==> src/sv/bmp_rle8_decoder_macros.svh <==
// Assertion macros shared by the BMP RLE8 decoder modules.
`ifndef BMP_RLE8_DECODER_MACROS_SVH
`define BMP_RLE8_DECODER_MACROS_SVH

// Check cons in the same cycle whenever ante holds.
`define BMPR_ASSERT(lbl, ante, cons, msg) \
	lbl: assert property (@(posedge clk) disable iff (!arst_n) (ante) |-> (cons)) \
		else $error(msg);

// Check cons in the cycle after ante holds.
`define BMPR_ASSERT_NEXT(lbl, ante, cons, msg) \
	lbl: assert property (@(posedge clk) disable iff (!arst_n) (ante) |=> (cons)) \
		else $error(msg);

`endif

==> src/sv/bmpr_pkg.sv <==
// Types, constants and codes shared by the BMP RLE8 decoder modules.
`default_nettype none

package bmpr_pkg;

	// Width of a saturated image dimension (covers up to 8192).
	localparam int DIM_W = 14;
	// Width of the configuration registers.
	localparam int CFG_W = 13;
	localparam int MAX_WIDTH_DEF = 4096;
	localparam int MAX_HEIGHT_DEF = 4096;
	localparam int CMDQ_DEPTH = 4;
	localparam int OUT_ROW_W = 12;
	localparam int OUT_COL_W = 12;

	// Configuration register indexes.
	localparam logic [0:0] CFG_IMAGE_WIDTH = 1'b0;
	localparam logic [0:0] CFG_IMAGE_HEIGHT = 1'b1;
	localparam logic [CFG_W-1:0] CFG_DIM_RESET = 13'd256;

	// Escape codes that follow a zero count byte.
	localparam logic [7:0] ESC_EOL = 8'd0;
	localparam logic [7:0] ESC_EOB = 8'd1;
	localparam logic [7:0] ESC_DELTA = 8'd2;

	typedef enum logic [2:0] {
		PH_COUNT,
		PH_VALUE,
		PH_DX,
		PH_DY,
		PH_LIT,
		PH_PAD
	} phase_t;

	typedef enum logic [2:0] {
		CMD_START,
		CMD_PAINT,
		CMD_EOL,
		CMD_STOP,
		CMD_DX,
		CMD_DY
	} cmd_kind_t;

	typedef struct packed {
		cmd_kind_t        kind;
		logic [7:0]       len;
		logic [7:0]       val;
		logic [DIM_W-1:0] width;
		logic [DIM_W-1:0] height;
	} cmd_t;

	typedef enum logic [1:0] {
		BK_IDLE,
		BK_WRAP,
		BK_PAINT
	} back_state_t;

	typedef struct packed {
		logic [OUT_ROW_W-1:0] row;
		logic [OUT_COL_W-1:0] column;
		logic [7:0]           length;
		logic [7:0]           color;
		logic                 last;
	} span_t;

	// Queue status seen by the back end.
	typedef struct packed {
		logic avail;
		logic full;
	} q_status_t;

endpackage

`default_nettype wire

==> src/sv/bmp_rle8_decoder.sv <==
// Top level of the BMP RLE8 decoder: parser, command queue and span generator.
//
//   channel   handshake           payload
//   input     push / full         data_byte, image_start
//   result    empty / pop         span_row, span_column, span_length, color_index, last_span
//   config    cfg_write           cfg_index, cfg_data
//
// The parser takes one byte per cycle while the command queue has room.
// The span generator takes each command in its idle state and emits the spans of a run in its
// paint state, split at the row end; a column at or past the width is first folded back row by
// row in the wrap state.
// A full result register stalls the span generator; a full queue raises full.
// Reset is asynchronous; the decoder is ready in the cycle after it is released.
`default_nettype none

module bmp_rle8_decoder
	import bmpr_pkg::*;
#(
	parameter int MAX_WIDTH = MAX_WIDTH_DEF,
	parameter int MAX_HEIGHT = MAX_HEIGHT_DEF
) (
	input  wire logic                 clk,
	input  wire logic                 arst_n,
	input  wire logic                 push,
	output      logic                 full,
	input  wire logic [7:0]           data_byte,
	input  wire logic                 image_start,
	output      logic                 empty,
	input  wire logic                 pop,
	output      logic [OUT_ROW_W-1:0] span_row,
	output      logic [OUT_COL_W-1:0] span_column,
	output      logic [7:0]           span_length,
	output      logic [7:0]           color_index,
	output      logic                 last_span,
	input  wire logic                 cfg_write,
	input  wire logic [0:0]           cfg_index,
	input  wire logic [CFG_W-1:0]     cfg_data
);

	q_status_t q_status;
	logic      accept;
	logic      cmd_push;
	cmd_t      cmd_in;
	cmd_t      cmd_out;
	logic      cmd_pop;
	logic      out_valid;
	span_t     span;

	assign full = q_status.full;
	assign accept = push && !q_status.full;

	bmpr_front #(
		.MAX_WIDTH (MAX_WIDTH),
		.MAX_HEIGHT(MAX_HEIGHT)
	) u_front (
		.clk        (clk),
		.arst_n     (arst_n),
		.cfg_write  (cfg_write),
		.cfg_index  (cfg_index),
		.cfg_data   (cfg_data),
		.accept     (accept),
		.data_byte  (data_byte),
		.image_start(image_start),
		.cmd_push   (cmd_push),
		.cmd        (cmd_in)
	);

	bmpr_cmdq #(
		.DEPTH(CMDQ_DEPTH)
	) u_cmdq (
		.clk   (clk),
		.arst_n(arst_n),
		.push  (cmd_push),
		.wdata (cmd_in),
		.pop   (cmd_pop),
		.status(q_status),
		.rdata (cmd_out)
	);

	bmpr_back #(
		.MAX_WIDTH (MAX_WIDTH),
		.MAX_HEIGHT(MAX_HEIGHT)
	) u_back (
		.clk      (clk),
		.arst_n   (arst_n),
		.q_status (q_status),
		.cmd      (cmd_out),
		.cmd_pop  (cmd_pop),
		.pop      (pop),
		.out_valid(out_valid),
		.span     (span)
	);

	// Drive the result ports from the span register.
	assign empty = !out_valid;
	assign span_row = span.row;
	assign span_column = span.column;
	assign span_length = span.length;
	assign color_index = span.color;
	assign last_span = span.last;

endmodule

`default_nettype wire

==> src/sv/bmpr_front.sv <==
// Front end: configuration registers and byte parser that issues commands.
`default_nettype none

module bmpr_front
	import bmpr_pkg::*;
#(
	parameter int MAX_WIDTH = MAX_WIDTH_DEF,
	parameter int MAX_HEIGHT = MAX_HEIGHT_DEF
) (
	input  wire logic             clk,
	input  wire logic             arst_n,
	input  wire logic             cfg_write,
	input  wire logic [0:0]       cfg_index,
	input  wire logic [CFG_W-1:0] cfg_data,
	input  wire logic             accept,
	input  wire logic [7:0]       data_byte,
	input  wire logic             image_start,
	output      logic             cmd_push,
	output      cmd_t             cmd
);

	localparam logic [DIM_W-1:0] MAX_W_L = DIM_W'(MAX_WIDTH);
	localparam logic [DIM_W-1:0] MAX_H_L = DIM_W'(MAX_HEIGHT);
	localparam logic [DIM_W-1:0] MIN_W_L = DIM_W'(8);
	localparam logic [DIM_W-1:0] MIN_H_L = DIM_W'(1);

	logic [CFG_W-1:0] width_q;
	logic [CFG_W-1:0] height_q;
	phase_t           phase_q;
	phase_t           phase_d;
	phase_t           ph_cur;
	logic [7:0]       run_q;
	logic [7:0]       run_d;
	logic [7:0]       lit_q;
	logic [7:0]       lit_d;
	logic [7:0]       lit_next;
	logic             pad_q;
	logic             pad_d;
	logic [DIM_W-1:0] w_ext;
	logic [DIM_W-1:0] h_ext;
	logic [DIM_W-1:0] eff_w;
	logic [DIM_W-1:0] eff_h;

	// Hold the configuration registers.
	always_ff @(posedge clk or negedge arst_n) begin
		if (!arst_n) begin
			width_q <= CFG_DIM_RESET;
			height_q <= CFG_DIM_RESET;
		end else if (cfg_write) begin
			unique case (cfg_index)
				CFG_IMAGE_WIDTH:  width_q <= cfg_data;
				CFG_IMAGE_HEIGHT: height_q <= cfg_data;
				default:          width_q <= width_q;
			endcase
		end
	end

	// Clamp the dimensions into their legal ranges.
	always_comb begin
		w_ext = DIM_W'(width_q);
		h_ext = DIM_W'(height_q);
		eff_w = (w_ext < MIN_W_L) ? MIN_W_L : ((w_ext > MAX_W_L) ? MAX_W_L : w_ext);
		eff_h = (h_ext < MIN_H_L) ? MIN_H_L : ((h_ext > MAX_H_L) ? MAX_H_L : h_ext);
	end

	// A new image restarts parsing at a count byte.
	assign ph_cur = image_start ? PH_COUNT : phase_q;
	assign lit_next = (lit_q != 8'd0) ? (lit_q - 8'd1) : 8'd0;

	// Advance the parse phase.
	always_comb begin
		phase_d = phase_q;
		if (accept) begin
			unique case (ph_cur)
				PH_COUNT: phase_d = PH_VALUE;
				PH_VALUE: begin
					if (run_q != 8'd0) begin
						phase_d = PH_COUNT;
					end else begin
						unique case (data_byte)
							ESC_EOL:   phase_d = PH_COUNT;
							ESC_EOB:   phase_d = PH_COUNT;
							ESC_DELTA: phase_d = PH_DX;
							default:   phase_d = PH_LIT;
						endcase
					end
				end
				PH_DX:    phase_d = PH_DY;
				PH_DY:    phase_d = PH_COUNT;
				PH_LIT: begin
					if (lit_next == 8'd0) begin
						phase_d = pad_q ? PH_PAD : PH_COUNT;
					end
				end
				PH_PAD:   phase_d = PH_COUNT;
				default:  phase_d = PH_COUNT;
			endcase
		end
	end

	// Classify the byte and build its command.
	always_comb begin
		run_d = run_q;
		lit_d = lit_q;
		pad_d = pad_q;
		cmd_push = 1'b0;
		cmd.kind = CMD_PAINT;
		cmd.len = 8'd1;
		cmd.val = data_byte;
		cmd.width = eff_w;
		cmd.height = eff_h;
		if (accept) begin
			if (image_start) begin
				cmd_push = 1'b1;
				cmd.kind = CMD_START;
			end
			unique case (ph_cur)
				PH_COUNT: run_d = data_byte;
				PH_VALUE: begin
					if (run_q != 8'd0) begin
						cmd_push = 1'b1;
						cmd.kind = CMD_PAINT;
						cmd.len = run_q;
					end else begin
						unique case (data_byte)
							ESC_EOL: begin
								cmd_push = 1'b1;
								cmd.kind = CMD_EOL;
							end
							ESC_EOB: begin
								cmd_push = 1'b1;
								cmd.kind = CMD_STOP;
							end
							ESC_DELTA: begin
								cmd_push = 1'b0;
							end
							default: begin
								lit_d = data_byte;
								pad_d = data_byte[0];
							end
						endcase
					end
				end
				PH_DX: begin
					cmd_push = 1'b1;
					cmd.kind = CMD_DX;
				end
				PH_DY: begin
					cmd_push = 1'b1;
					cmd.kind = CMD_DY;
				end
				PH_LIT: begin
					cmd_push = 1'b1;
					cmd.kind = CMD_PAINT;
					cmd.len = 8'd1;
					lit_d = lit_next;
				end
				PH_PAD:   pad_d = 1'b0;
				default:  pad_d = 1'b0;
			endcase
		end
	end

	// Hold the parser state.
	always_ff @(posedge clk or negedge arst_n) begin
		if (!arst_n) begin
			phase_q <= PH_COUNT;
			run_q <= 8'd0;
			lit_q <= 8'd0;
			pad_q <= 1'b0;
		end else begin
			phase_q <= phase_d;
			run_q <= run_d;
			lit_q <= lit_d;
			pad_q <= pad_d;
		end
	end

endmodule

`default_nettype wire

==> src/sv/bmpr_cmdq.sv <==
// Command queue between the parser and the span generator.
`default_nettype none
`include "bmp_rle8_decoder_macros.svh"

module bmpr_cmdq
	import bmpr_pkg::*;
#(
	parameter int DEPTH = CMDQ_DEPTH
) (
	input  wire logic clk,
	input  wire logic arst_n,
	input  wire logic push,
	input  wire cmd_t wdata,
	input  wire logic pop,
	output      q_status_t status,
	output      cmd_t rdata
);

	localparam int AW = (DEPTH > 1) ? $clog2(DEPTH) : 1;
	localparam int CW = $clog2(DEPTH + 1);
	localparam logic [CW-1:0] DEPTH_L = CW'(DEPTH);
	localparam logic [AW-1:0] LAST_L = AW'(DEPTH - 1);

	cmd_t          entry_q [DEPTH];
	logic [AW-1:0] wr_ptr_q;
	logic [AW-1:0] rd_ptr_q;
	logic [CW-1:0] count_q;
	logic          do_push;
	logic          do_pop;

	assign status.full = (count_q == DEPTH_L);
	assign status.avail = (count_q != '0);
	assign do_push = push && !status.full;
	assign do_pop = pop && status.avail;
	assign rdata = entry_q[rd_ptr_q];

	// Store the incoming command.
	always_ff @(posedge clk) begin
		if (do_push) begin
			entry_q[wr_ptr_q] <= wdata;
		end
	end

	// Advance the pointers and the fill count.
	always_ff @(posedge clk or negedge arst_n) begin
		if (!arst_n) begin
			wr_ptr_q <= '0;
			rd_ptr_q <= '0;
			count_q <= '0;
		end else begin
			if (do_push) begin
				wr_ptr_q <= (wr_ptr_q == LAST_L) ? '0 : (wr_ptr_q + AW'(1));
			end
			if (do_pop) begin
				rd_ptr_q <= (rd_ptr_q == LAST_L) ? '0 : (rd_ptr_q + AW'(1));
			end
			if (do_push && !do_pop) begin
				count_q <= count_q + CW'(1);
			end else if (do_pop && !do_push) begin
				count_q <= count_q - CW'(1);
			end
		end
	end

	`BMPR_ASSERT(a_no_push_when_full, push, !status.full, "command pushed into a full queue")
	`BMPR_ASSERT_NEXT(a_push_lands, push && !pop, status.avail, "pushed command not visible")
	`BMPR_ASSERT(a_count_bound, 1'b1, count_q <= DEPTH_L, "fill count out of range")

endmodule

`default_nettype wire

==> src/sv/bmpr_back.sv <==
// Back end: position tracking, row wrapping and span output register.
`default_nettype none
`include "bmp_rle8_decoder_macros.svh"

module bmpr_back
	import bmpr_pkg::*;
#(
	parameter int MAX_WIDTH = MAX_WIDTH_DEF,
	parameter int MAX_HEIGHT = MAX_HEIGHT_DEF
) (
	input  wire logic      clk,
	input  wire logic      arst_n,
	input  wire q_status_t q_status,
	input  wire cmd_t      cmd,
	output      logic      cmd_pop,
	input  wire logic      pop,
	output      logic      out_valid,
	output      span_t     span
);

	localparam int CB = $clog2(MAX_WIDTH + 256);
	localparam int RB = (MAX_HEIGHT > 1) ? $clog2(MAX_HEIGHT) : 1;
	localparam int XW = DIM_W + 1;
	localparam int RST_H = (MAX_HEIGHT < 256) ? MAX_HEIGHT : 256;
	localparam logic [RB-1:0] ROW_RST = RB'(RST_H - 1);

	back_state_t      state_q;
	back_state_t      state_d;
	logic [CB-1:0]    col_q;
	logic [CB-1:0]    col_d;
	logic [RB-1:0]    row_q;
	logic [RB-1:0]    row_d;
	logic             wrapped_q;
	logic             wrapped_d;
	logic             done_q;
	logic             done_d;
	logic             pend_q;
	logic             pend_d;
	logic [DIM_W-1:0] w_q;
	logic [DIM_W-1:0] w_d;
	logic [7:0]       left_q;
	logic [7:0]       left_d;
	logic [7:0]       color_q;
	logic [7:0]       color_d;
	span_t            out_q;
	logic             out_valid_q;
	logic             out_ld;
	logic             out_free;
	logic [XW-1:0]    col_x;
	logic [XW-1:0]    w_x;
	logic [XW-1:0]    cw_x;
	logic [XW-1:0]    dx_sum;
	logic [XW-1:0]    room;
	logic             dx_wrap;
	logic             paint_wrap;
	logic             wrap_need;
	logic             row_zero;
	logic             dy_over;
	logic             room_le;
	logic [7:0]       take;
	logic             span_last;
	logic             cmd_live;

	// Shared compares on the position.
	always_comb begin
		col_x = XW'(col_q);
		w_x = XW'(w_q);
		cw_x = XW'(cmd.width);
		dx_sum = col_x + XW'(cmd.val);
		dx_wrap = (dx_sum >= cw_x);
		paint_wrap = (col_x >= cw_x);
		wrap_need = (col_x >= w_x);
		row_zero = (row_q == '0);
		dy_over = (XW'(cmd.val) > XW'(row_q));
		room = w_x - col_x;
		room_le = (room <= XW'(left_q));
		take = room_le ? 8'(room) : left_q;
		span_last = (take == left_q) || (room_le && row_zero);
		out_free = !out_valid_q || pop;
		cmd_live = q_status.avail && !done_q && (cmd.kind != CMD_START);
	end

	// Next state.
	always_comb begin
		state_d = state_q;
		unique case (state_q)
			BK_IDLE: begin
				if (cmd_live && (cmd.kind == CMD_DX) && dx_wrap) begin
					state_d = BK_WRAP;
				end else if (cmd_live && (cmd.kind == CMD_PAINT)) begin
					state_d = paint_wrap ? BK_WRAP : BK_PAINT;
				end
			end
			BK_WRAP: begin
				if (wrap_need) begin
					state_d = row_zero ? BK_IDLE : BK_WRAP;
				end else begin
					state_d = pend_q ? BK_PAINT : BK_IDLE;
				end
			end
			BK_PAINT: begin
				if (out_free && span_last) begin
					state_d = BK_IDLE;
				end
			end
			default: state_d = BK_IDLE;
		endcase
	end

	// Position updates and span generation.
	always_comb begin
		col_d = col_q;
		row_d = row_q;
		wrapped_d = wrapped_q;
		done_d = done_q;
		pend_d = pend_q;
		w_d = w_q;
		left_d = left_q;
		color_d = color_q;
		cmd_pop = 1'b0;
		out_ld = 1'b0;
		unique case (state_q)
			BK_IDLE: begin
				cmd_pop = q_status.avail;
				if (q_status.avail && (cmd.kind == CMD_START)) begin
					col_d = '0;
					row_d = RB'(cmd.height - DIM_W'(1));
					wrapped_d = 1'b0;
					done_d = 1'b0;
				end else if (cmd_live) begin
					case (cmd.kind)
						CMD_EOL: begin
							if (!wrapped_q) begin
								col_d = '0;
								if (row_zero) begin
									done_d = 1'b1;
								end else begin
									row_d = row_q - RB'(1);
								end
							end
						end
						CMD_STOP: done_d = 1'b1;
						CMD_DX: begin
							col_d = CB'(dx_sum);
							w_d = cmd.width;
							pend_d = 1'b0;
						end
						CMD_DY: begin
							if (dy_over) begin
								done_d = 1'b1;
							end else begin
								row_d = row_q - RB'(cmd.val);
							end
						end
						CMD_PAINT: begin
							w_d = cmd.width;
							left_d = cmd.len;
							color_d = cmd.val;
							pend_d = 1'b1;
						end
						default: done_d = done_q;
					endcase
				end
			end
			BK_WRAP: begin
				// Fold the column back one row per cycle.
				if (wrap_need) begin
					col_d = CB'(col_x - w_x);
					if (row_zero) begin
						done_d = 1'b1;
					end else begin
						row_d = row_q - RB'(1);
					end
				end
			end
			BK_PAINT: begin
				// Emit one span, split at the row end.
				if (out_free) begin
					out_ld = 1'b1;
					left_d = left_q - take;
					wrapped_d = room_le;
					if (room_le) begin
						col_d = '0;
						if (row_zero) begin
							done_d = 1'b1;
						end else begin
							row_d = row_q - RB'(1);
						end
					end else begin
						col_d = CB'(col_x + XW'(take));
					end
				end
			end
			default: done_d = done_q;
		endcase
	end

	// Hold the control state.
	always_ff @(posedge clk or negedge arst_n) begin
		if (!arst_n) begin
			state_q <= BK_IDLE;
			col_q <= '0;
			row_q <= ROW_RST;
			wrapped_q <= 1'b0;
			done_q <= 1'b0;
			pend_q <= 1'b0;
			out_valid_q <= 1'b0;
		end else begin
			state_q <= state_d;
			col_q <= col_d;
			row_q <= row_d;
			wrapped_q <= wrapped_d;
			done_q <= done_d;
			pend_q <= pend_d;
			if (out_ld) begin
				out_valid_q <= 1'b1;
			end else if (pop) begin
				out_valid_q <= 1'b0;
			end
		end
	end

	// Hold the run payload and the span register.
	always_ff @(posedge clk) begin
		w_q <= w_d;
		left_q <= left_d;
		color_q <= color_d;
		if (out_ld) begin
			out_q.row <= OUT_ROW_W'(row_q);
			out_q.column <= OUT_COL_W'(col_q);
			out_q.length <= take;
			out_q.color <= color_q;
			out_q.last <= span_last;
		end
	end

	assign out_valid = out_valid_q;
	assign span = out_q;

	`BMPR_ASSERT(a_out_no_overwrite, out_ld, out_free, "span register overwritten")
	`BMPR_ASSERT(a_span_fits_row, out_ld, (take != 8'd0) && ((col_x + XW'(take)) <= w_x), "span leaves the row")
	`BMPR_ASSERT(a_busy_not_done, (state_q == BK_WRAP) || (state_q == BK_PAINT), !done_q, "working after the stream ended")

endmodule

`default_nettype wire

==> config.mk <==
export PLATFORM = sky130hd
export DESIGN_NAME = bmp_rle8_decoder
export DESIGN_NICKNAME = d
export VERILOG_FILES = /design/src/sv/bmpr_pkg.sv /design/src/sv/bmp_rle8_decoder.sv /design/src/sv/bmpr_front.sv /design/src/sv/bmpr_cmdq.sv /design/src/sv/bmpr_back.sv
export VERILOG_INCLUDE_DIRS = /design/src /design/src/sv
export SDC_FILE = /design/constraint.sdc
export NUM_CORES = 1
export LEC_CHECK = 0
export BUFFER_PORTS_ARGS = -buffer_cell sky130_fd_sc_hd__clkbuf_2
export CORE_MARGIN = 5
export CORE_UTILIZATION = 40
export CTS_CLUSTER_DIAMETER = 80
export DETAILED_ROUTE_END_ITERATION = 10
export PLACE_DENSITY = 0.65
export SETUP_SLACK_MARGIN = 0.3
export SLEW_MARGIN = 25
export SYNTH_ARGS = -nofsm -noshare
export SYNTH_HDL_FRONTEND = slang
export SYNTH_SLANG_ARGS = --single-unit
==> constraint.sdc <==
create_clock -name clk -period 7.4 [get_ports clk]
set_input_delay 0.74 -clock clk [delete_from_list [all_inputs] [get_ports clk]]
set_output_delay 0.74 -clock clk [all_outputs]
set_load 0.005 [all_outputs]
Word level (Yosys, flattened, before mapping)
Memories as Yosys holds them, arrays and structs flattened.
Cells that the tools add are included.
{"block": "word_totals", "input_bits": 28, "n_memories": 1, "register_bits": 155, "romBits": 0, "latch_bits": 0, "ram_bits": 188, "wordCells": 228, "output_inout_bits": 43}
{"memory": "u_cmdq.entry_q", "depth": 4, "width": 47, "rd": 1, "rd_ports_with_merged_regs": 0, "write_ports": 1, "line_no": "bmpr_cmdq.sv:24", "text": "cmd_t entry_q [DEPTH];"}
{"block": "op_classes", "n_mul": 0, "add_sub_neg": 13, "bitwise": 3, "shift": 0, "mux": 86, "n_eq_ne": 36, "div_mod_pow": 0, "magnitude_cmp": 9, "reduce_logical": 56}
{"operator": "$mux W13", "n": 8}
{"operator": "$mux W12", "n": 8}
{"operator": "$mux W8", "n": 10}
{"operator": "$pmux W13 S3", "n": 1}
{"operator": "$pmux W12 S3", "n": 1}
{"operator": "$pmux W8 S2", "n": 2}
{"operator": "$ge A13 B14 Y1", "n": 2}
{"operator": "$mux W14", "n": 2}
{"operator": "$gt A13 B13 Y1 const B", "n": 2}
{"operator": "$pmux W13 S2", "n": 1}
{"operator": "$mux W1", "n": 24}
{"operator": "$pmux W12 S2", "n": 1}
{"operator": "$pmux W3 S4", "n": 2}
{"operator": "$sub A12 B1 Y12 const B", "n": 2}
{"operator": "$mux W3", "n": 7}
{"operator": "$reduce_and A4 Y1", "n": 5}
{"operator": "$logic_not A8 Y1", "n": 2}
{"operator": "$mux W2", "n": 8}
{"operator": "$ne A2 B1 Y1 const B", "n": 8}
{"operator": "$reduce_and A8 Y1", "n": 2}
{"operator": "$reduce_bool A8 Y1", "n": 2}
{"operator": "$ge A15 B14 Y1", "n": 1}
{"operator": "$le A15 B8 Y1", "n": 1}
{"operator": "$sub A14 B13 Y15", "n": 1}
{"operator": "other kinds (48)", "n": 100}

Longest topological paths before layout
{"block": "depth", "depth_word": 11, "ltp_mapped": 31, "depth_no_buf": 28}

By module
A second synthesis with hierarchy kept.
{"block": "hier_totals", "cells_unflattened": 1492, "hier_area_um2": 18677.9}
{"mod": "bmpr_back", "area_each_um2": 8679.6, "cells_each": 938, "seq_area_each_um2": 2917.8, "instances": 1}
{"mod": "bmpr_cmdq", "area_each_um2": 7241.9, "cells_each": 283, "seq_area_each_um2": 5820.6, "instances": 1}
{"mod": "bmpr_front", "area_each_um2": 2738.9, "cells_each": 269, "seq_area_each_um2": 1153.6, "instances": 1}
{"mod": "bmp_rle8_decoder", "area_each_um2": 17.5, "cells_each": 2, "seq_area_each_um2": 0.0, "instances": 1}

Least setup slack after synthesis
OpenSTA, ideal clock, no wires.
{"block": "synth_timing", "kind": "reg-to-reg", "start": "register u_back.col_q[2]", "end": "register u_back.col_q[10]", "synth_period_minus_slack_ns": 5.534, "setup_time_ns": 0.104, "required_ns": 7.296, "path_stages_with_launch": 29, "arrival_time_ns": 5.430, "slack_ns": 1.866, "n_path_buf": 3, "cell_sequence": "dfrtp_1 > ha_1 > buf_2 > nor2b_1 > o31a_1 > o31ai_2 > a21boi_0 > ha_1 > nor4_1 > or3_1 > a21oi_1 > o22a_1 > nor2_1 > nand4_1 > or2_1 > clkbuf_1 > clkbuf_1 > o21ai_0 > ha_1 > fa_1 > a21o_1 > a21oi_1 > nor2b_1 > o21a_1 > o21ai_0 > o2bb2ai_1 > nor3_1 > xnor2_1 > o311ai_1"}
{"block": "synth_between", "elab_chain_cells": 7, "word_cells_on_any_way": 16, "classes_between": "4 x add/sub; 2 x order compare; 1 x eq/ne; 8 x mux; 1 x reduce/logical"}
{"element": "start, declared", "line_no": "bmpr_back.sv:29", "text": "logic [CB-1:0] col_q;"}
{"element": "start signal, assigned", "line_no": "bmpr_back.sv:210", "text": "col_q <= col_d;"}
{"element": "$sub A14 B13 Y15", "line_no": "bmpr_back.sv:75", "text": "room = w_x - col_x;"}
{"element": "$le A15 B8 Y1", "line_no": "bmpr_back.sv:76", "text": "room_le = (room <= XW'(left_q));"}
{"element": "$mux W8", "line_no": "bmpr_back.sv:77", "text": "take = room_le ? 8'(room) : left_q;"}
{"element": "named net u_back.take[0]", "line_no": "bmpr_back.sv:60", "text": "logic [7:0] take;"}
{"element": "$add A13 B8 Y13", "line_no": "bmpr_back.sv:190", "text": "col_d = CB'(col_x + XW'(take));"}
{"element": "$mux W13", "line_no": "bmpr_back.sv:182", "text": "if (room_le) begin"}
{"element": "$mux W13", "line_no": "bmpr_back.sv:178", "text": "if (out_free) begin"}
{"element": "$pmux W13 S3", "line_no": "bmpr_back.sv:122", "text": "unique case (state_q)"}
The timed path passes the listed nets, and every way through them passes these cells. The select of a mux whose other input is x is not followed.
A chain may end at the register's enable or synchronous reset.

Worst setup path in the final report
Ends and elaborated chain as after synthesis.

==> tab_implementation.tex <==
\begin{tabular}{lr}
\hline
Metric & Value \\
\hline
\multicolumn{2}{l}{\textbf{Routing}} \\
Post-detailed-route wirelength per cell & between 20 and 25 µm \\
Pre-antenna DRT Iters & 6 \\
Drt total wl & $\sim$44000 µm \\
Initial DRC Count & around 1100 \\
Post-detailed-route count of antenna-violating nets & 0 \\
Vias per std cell & 5.64 \\
Vias post-DR & roughly 12000 \\
DRC errors left & 0 \\
\multicolumn{2}{l}{\textbf{Global routing}} \\
Vias in the first global route & 11800 \\
Pin count of the biggest net entering global routing & 61 \\
Total overflow reported by the global router & 0 \\
First-pass GRT wire length & 68100 µm \\
Antenna violations before repair & 0 \\
GRT Total Usage & 0.184 \\
\multicolumn{2}{l}{\textbf{Critical path}} \\
CP Launch Point & u\_back.col\_q[2] \\
Setup CP Type & reg -> reg \\
Register-to-Register Path Depth & 26 \\
Kind of end point of the critical path & flop \\
Arrival time of data at the critical path endpoint & around 6.7 ns \\
Worst setup path endpoint & u\_back.col\_q[10] \\
Beginning of the worst register-to-register path & u\_back.col\_q[2] \\
Critical Path Start Type & flop \\
Capture instance of the worst register-to-register path & u\_back.col\_q[10] \\
Worst-path fanout max & 9 \\
Required time of the worst setup path & around 7.9 ns \\
Register-to-register path setup slack & 1.18 ns \\
\multicolumn{2}{l}{\textbf{Synthesis}} \\
Instance count of the mapped netlist & approximately 1400 \\
Post-Synthesis Net Count & roughly 1500 \\
Mapped cell area & $\sim$17000 µm² \\
Most frequent cell after synthesis & sky130\_fd\_sc\_hd\_\_edfxtp\_1 \\
Mean post-synth cell area & roughly 12 µm² \\
Sequential-to-total area share from yosys stat & 0.545 \\
Async set or reset register ratio after synthesis & 0.255 \\
Area leader, netlist & sky130\_fd\_sc\_hd\_\_edfxtp\_1 \\
Post-synthesis sequential element count & 330 \\
Yosys cell types & 86 \\
Largest cells by area after synthesis & sky130\_fd\_sc\_hd\_\_edfxtp\_1 (42\%), sky130\_fd\_sc\_hd\_\_dfrtp\_1 (11\%), sky130\_fd\_sc\_hd\_\_ha\_1 (7.5\%) \\
Number of synthesized flops with an enable pin & about 250 \\
Top\_reg\_cell synth & sky130\_fd\_sc\_hd\_\_edfxtp\_1 \\
Synthesis warning total & 0 \\
Leading cell types by count after synthesis & sky130\_fd\_sc\_hd\_\_edfxtp\_1 (246), sky130\_fd\_sc\_hd\_\_ha\_1 (104), sky130\_fd\_sc\_hd\_\_inv\_1 (95) \\
Share of the synthesized area in the top cell type & 0.424 \\
\multicolumn{2}{l}{\textbf{Finish}} \\
Layout-stage area growth over the synthesis result & 13.1\% \\
Share of post-route cells with drive strength above 1 & 0.177 \\
NumNets Final & approximately 1600 \\
Number of antenna cells inserted & 0 \\
Fill cell count & 3818 \\
Final Util & 0.458 \\
\multicolumn{2}{l}{\textbf{Timing}} \\
Slew at the pin with the worst max-slew slack & 1.06 ns \\
Count of final max-slew check failures & 0 \\
Highest clock rate & between 0.15 and 0.2 GHz \\
Accumulated negative setup slack & 0 ns \\
Unrepaired setup endpoints after global routing & no \\
Min Clock Period, post-route & approximately 6.2 ns \\
Final period utilization & 0.841 \\
Final hold viol count & 0 \\
Worst Hold Slack & approximately 0.14 ns \\
Worst slew margin & 0.292 \\
Clock Skew & about 0.024 ns \\
Count of final setup violators & 0 \\
\multicolumn{2}{l}{\textbf{Worst hold path}} \\
Hold WC Path Type & in -> async \\
\multicolumn{2}{l}{\textbf{Clock network}} \\
Total setup buffers inserted after CTS & 0 \\
Hold buffer count at cts & 0 \\
Number of buffers created by CTS & 38 \\
Sink Count & 330 \\
Post-cts gate resize count & 0 \\
CTS tree & done \\
Clock slew at the register clock pins of the worst setup and hold paths & approximately 0.06 ns \\
Clock latency of the later-clocked register in the worst-skew pair & approximately 0.57 ns \\
Number of buffers on the longest clock path & 3 \\
Clock root buffer & sky130\_fd\_sc\_hd\_\_clkbuf\_16 \\
H-Tree Level Count & 2 \\
\multicolumn{2}{l}{\textbf{Power and ir drop}} \\
Pwr/cell area & 490 nW/µm² \\
Worst-case vdd ir drop & roughly 0.00021 V \\
Sequential cell fraction of total power & 0.309 \\
Clock Power Share & 0.205 \\
Leakage power & about 7.5 nW \\
Net switching power & 0.00398 W \\
Fraction of power spent switching nets & 0.412 \\
Combinational share of power & 0.486 \\
Cell internal pwr & 0.00568 W \\
\multicolumn{2}{l}{\textbf{Floorplanning}} \\
I/O pins & 71 \\
Die Outline Area & around 48000 µm² \\
Area of the core & between 40000 and 50000 µm² \\
Initial standard-cell utilization of the core & 0.405 \\
Die Wd & 219 µm \\
Die outline height & between 200 and 250 µm \\
Standard-cell rows & 76 \\
\multicolumn{2}{l}{\textbf{Place}} \\
HPWL after detailed placement & between 30000 and 40000 µm \\
GP Congestion & around 0.95 \\
Buffers on Ports & 70 \\
\multicolumn{2}{l}{\textbf{Run}} \\
Count of max-cap constraint violations & 0 \\
\multicolumn{2}{l}{\textbf{Run status}} \\
Run status & finished clean \\
\hline
\end{tabular}
power by group through the flow:
stage	sequential [W]	combinational [W]	clock, W
after floorplan	0.00286	0.00345	0
after global placement	0.00301	0.00457	0
after detailed placement	0.00302	0.00462	0
after CTS	0.00299	0.00466	0.00202
after global routing	0.00305	0.00518	0.00210
final	0.00299	0.00469	0.00198
worst max-delay path, cell delays in order (launching register included):
cell                        delay (ns)
sky130_fd_sc_hd__dfrtp_1          0.44
sky130_fd_sc_hd__ha_1             0.43
sky130_fd_sc_hd__nor2b_1          0.20
sky130_fd_sc_hd__o31a_1           0.31
sky130_fd_sc_hd__o31ai_2          0.26
sky130_fd_sc_hd__a21boi_0         0.36
sky130_fd_sc_hd__ha_1             0.32
sky130_fd_sc_hd__o21ai_0          0.15
sky130_fd_sc_hd__or3_1            0.12
sky130_fd_sc_hd__a21oi_1          0.04
sky130_fd_sc_hd__o22a_1           0.19
sky130_fd_sc_hd__nor2_1           0.14
sky130_fd_sc_hd__nand4_1          0.20
sky130_fd_sc_hd__or2_1            0.40
sky130_fd_sc_hd__nand2_1          0.11
sky130_fd_sc_hd__o21ai_0          0.15
sky130_fd_sc_hd__ha_1             0.26
sky130_fd_sc_hd__fa_1             0.42
sky130_fd_sc_hd__a21o_1           0.19
sky130_fd_sc_hd__a21oi_1          0.20
sky130_fd_sc_hd__nor2b_1          0.08
sky130_fd_sc_hd__o21a_1           0.18
sky130_fd_sc_hd__o21ai_0          0.22
sky130_fd_sc_hd__o2bb2ai_1        0.27
sky130_fd_sc_hd__nor3_1           0.10
sky130_fd_sc_hd__xnor2_1          0.14
sky130_fd_sc_hd__o311ai_1         0.24
metrics by stage:
stage          std cells  setup WS (ns)  power, W  instance area, µm²
2_1_floorplan       1401           1.87   0.00631               17400
3_3_place_gp        2017           1.45   0.00757               18400
3_5_place_dp        2017           1.30   0.00764               18400
4_1_cts             2086           1.25   0.00967               19700
5_1_grt             2086          0.824    0.0103               19700
6_report            2086           1.18   0.00965               19700
routing by layer:
layer  global-route usage  part of all wire  vias up
met3               0.0280             0.053       76
li1                     -                 -     5442
met2                0.300              0.48      383
met1                0.256              0.44     5868
met5                    0                 0        -
met4               0.0542             0.024        0
cells in the final DEF (no fill, tap or decap), types with 31 or more instances in the layout:
master,n
sky130_fd_sc_hd__edfxtp_1,246
sky130_fd_sc_hd__ha_1,104
sky130_fd_sc_hd__inv_1,95
sky130_fd_sc_hd__nor2_1,89
sky130_fd_sc_hd__nand2_1,80
sky130_fd_sc_hd__dfrtp_1,72
sky130_fd_sc_hd__o21ai_0,70
sky130_fd_sc_hd__clkbuf_2,69
sky130_fd_sc_hd__a21oi_1,53
sky130_fd_sc_hd__mux4_2,44
sky130_fd_sc_hd__mux2_2,41
sky130_fd_sc_hd__clkbuf_16,38
sky130_fd_sc_hd__xnor2_1,37
sky130_fd_sc_hd__nor2b_1,33
sky130_fd_sc_hd__nor3_1,31
registers in the layout, indices dropped and copies added (netlist names), 3 cells and up:
signal,count
u_front.run_q,8
u_front.lit_q,8
u_front.width_q,13
u_front.phase_q,3
u_back.left_q,8
u_back.col_q,13
u_back.color_q,8
u_front.height_q,13
u_cmdq.entry_q,176
u_back.row_q,12
u_back.w_q,13
u_back.span,41
u_cmdq.count_q,3
final cells by class:
| type | count | area [µm²] | area share |
|---|---|---|---|
| flip-flops and latches | 330 | 9500 | 0.482 |
| multi-input cells | 923 | 7360 | 0.373 |
| clock inverters | 22 | 318 | 0.0161 |
| repair buffers | 84 | 458 | 0.0232 |
| inverters | 95 | 357 | 0.0181 |
| well taps | 585 | 732 | 0.0371 |
| clock buffers | 47 | 995 | 0.0504 |
logic make-up after synthesis:
group | share of synthesized area
fa+ha+maj | 0.0827
buf+inv | 0.0342
simple gates | 0.103
mux | 0.0833
flops | 0.545
xor+xnor | 0.0291
compound gates | 0.122
worst min-delay path by stage:
stage	start	end	slack, ns	cells past startpoint
2_1_floorplan	u_back.color_q[0]	u_back.span[1]	0.40	0
3_3_place_gp	u_back.color_q[1]	u_back.span[2]	0.40	0
3_5_place_dp	u_back.color_q[4]	u_back.span[5]	0.41	0
4_1_cts	arst_n	u_back.done_q	0.13	1
5_1_grt	arst_n	u_back.row_q[8]	0.15	1
6_report	arst_n	u_back.row_q[8]	0.14	1
Power figures use the tool's default switching activity.
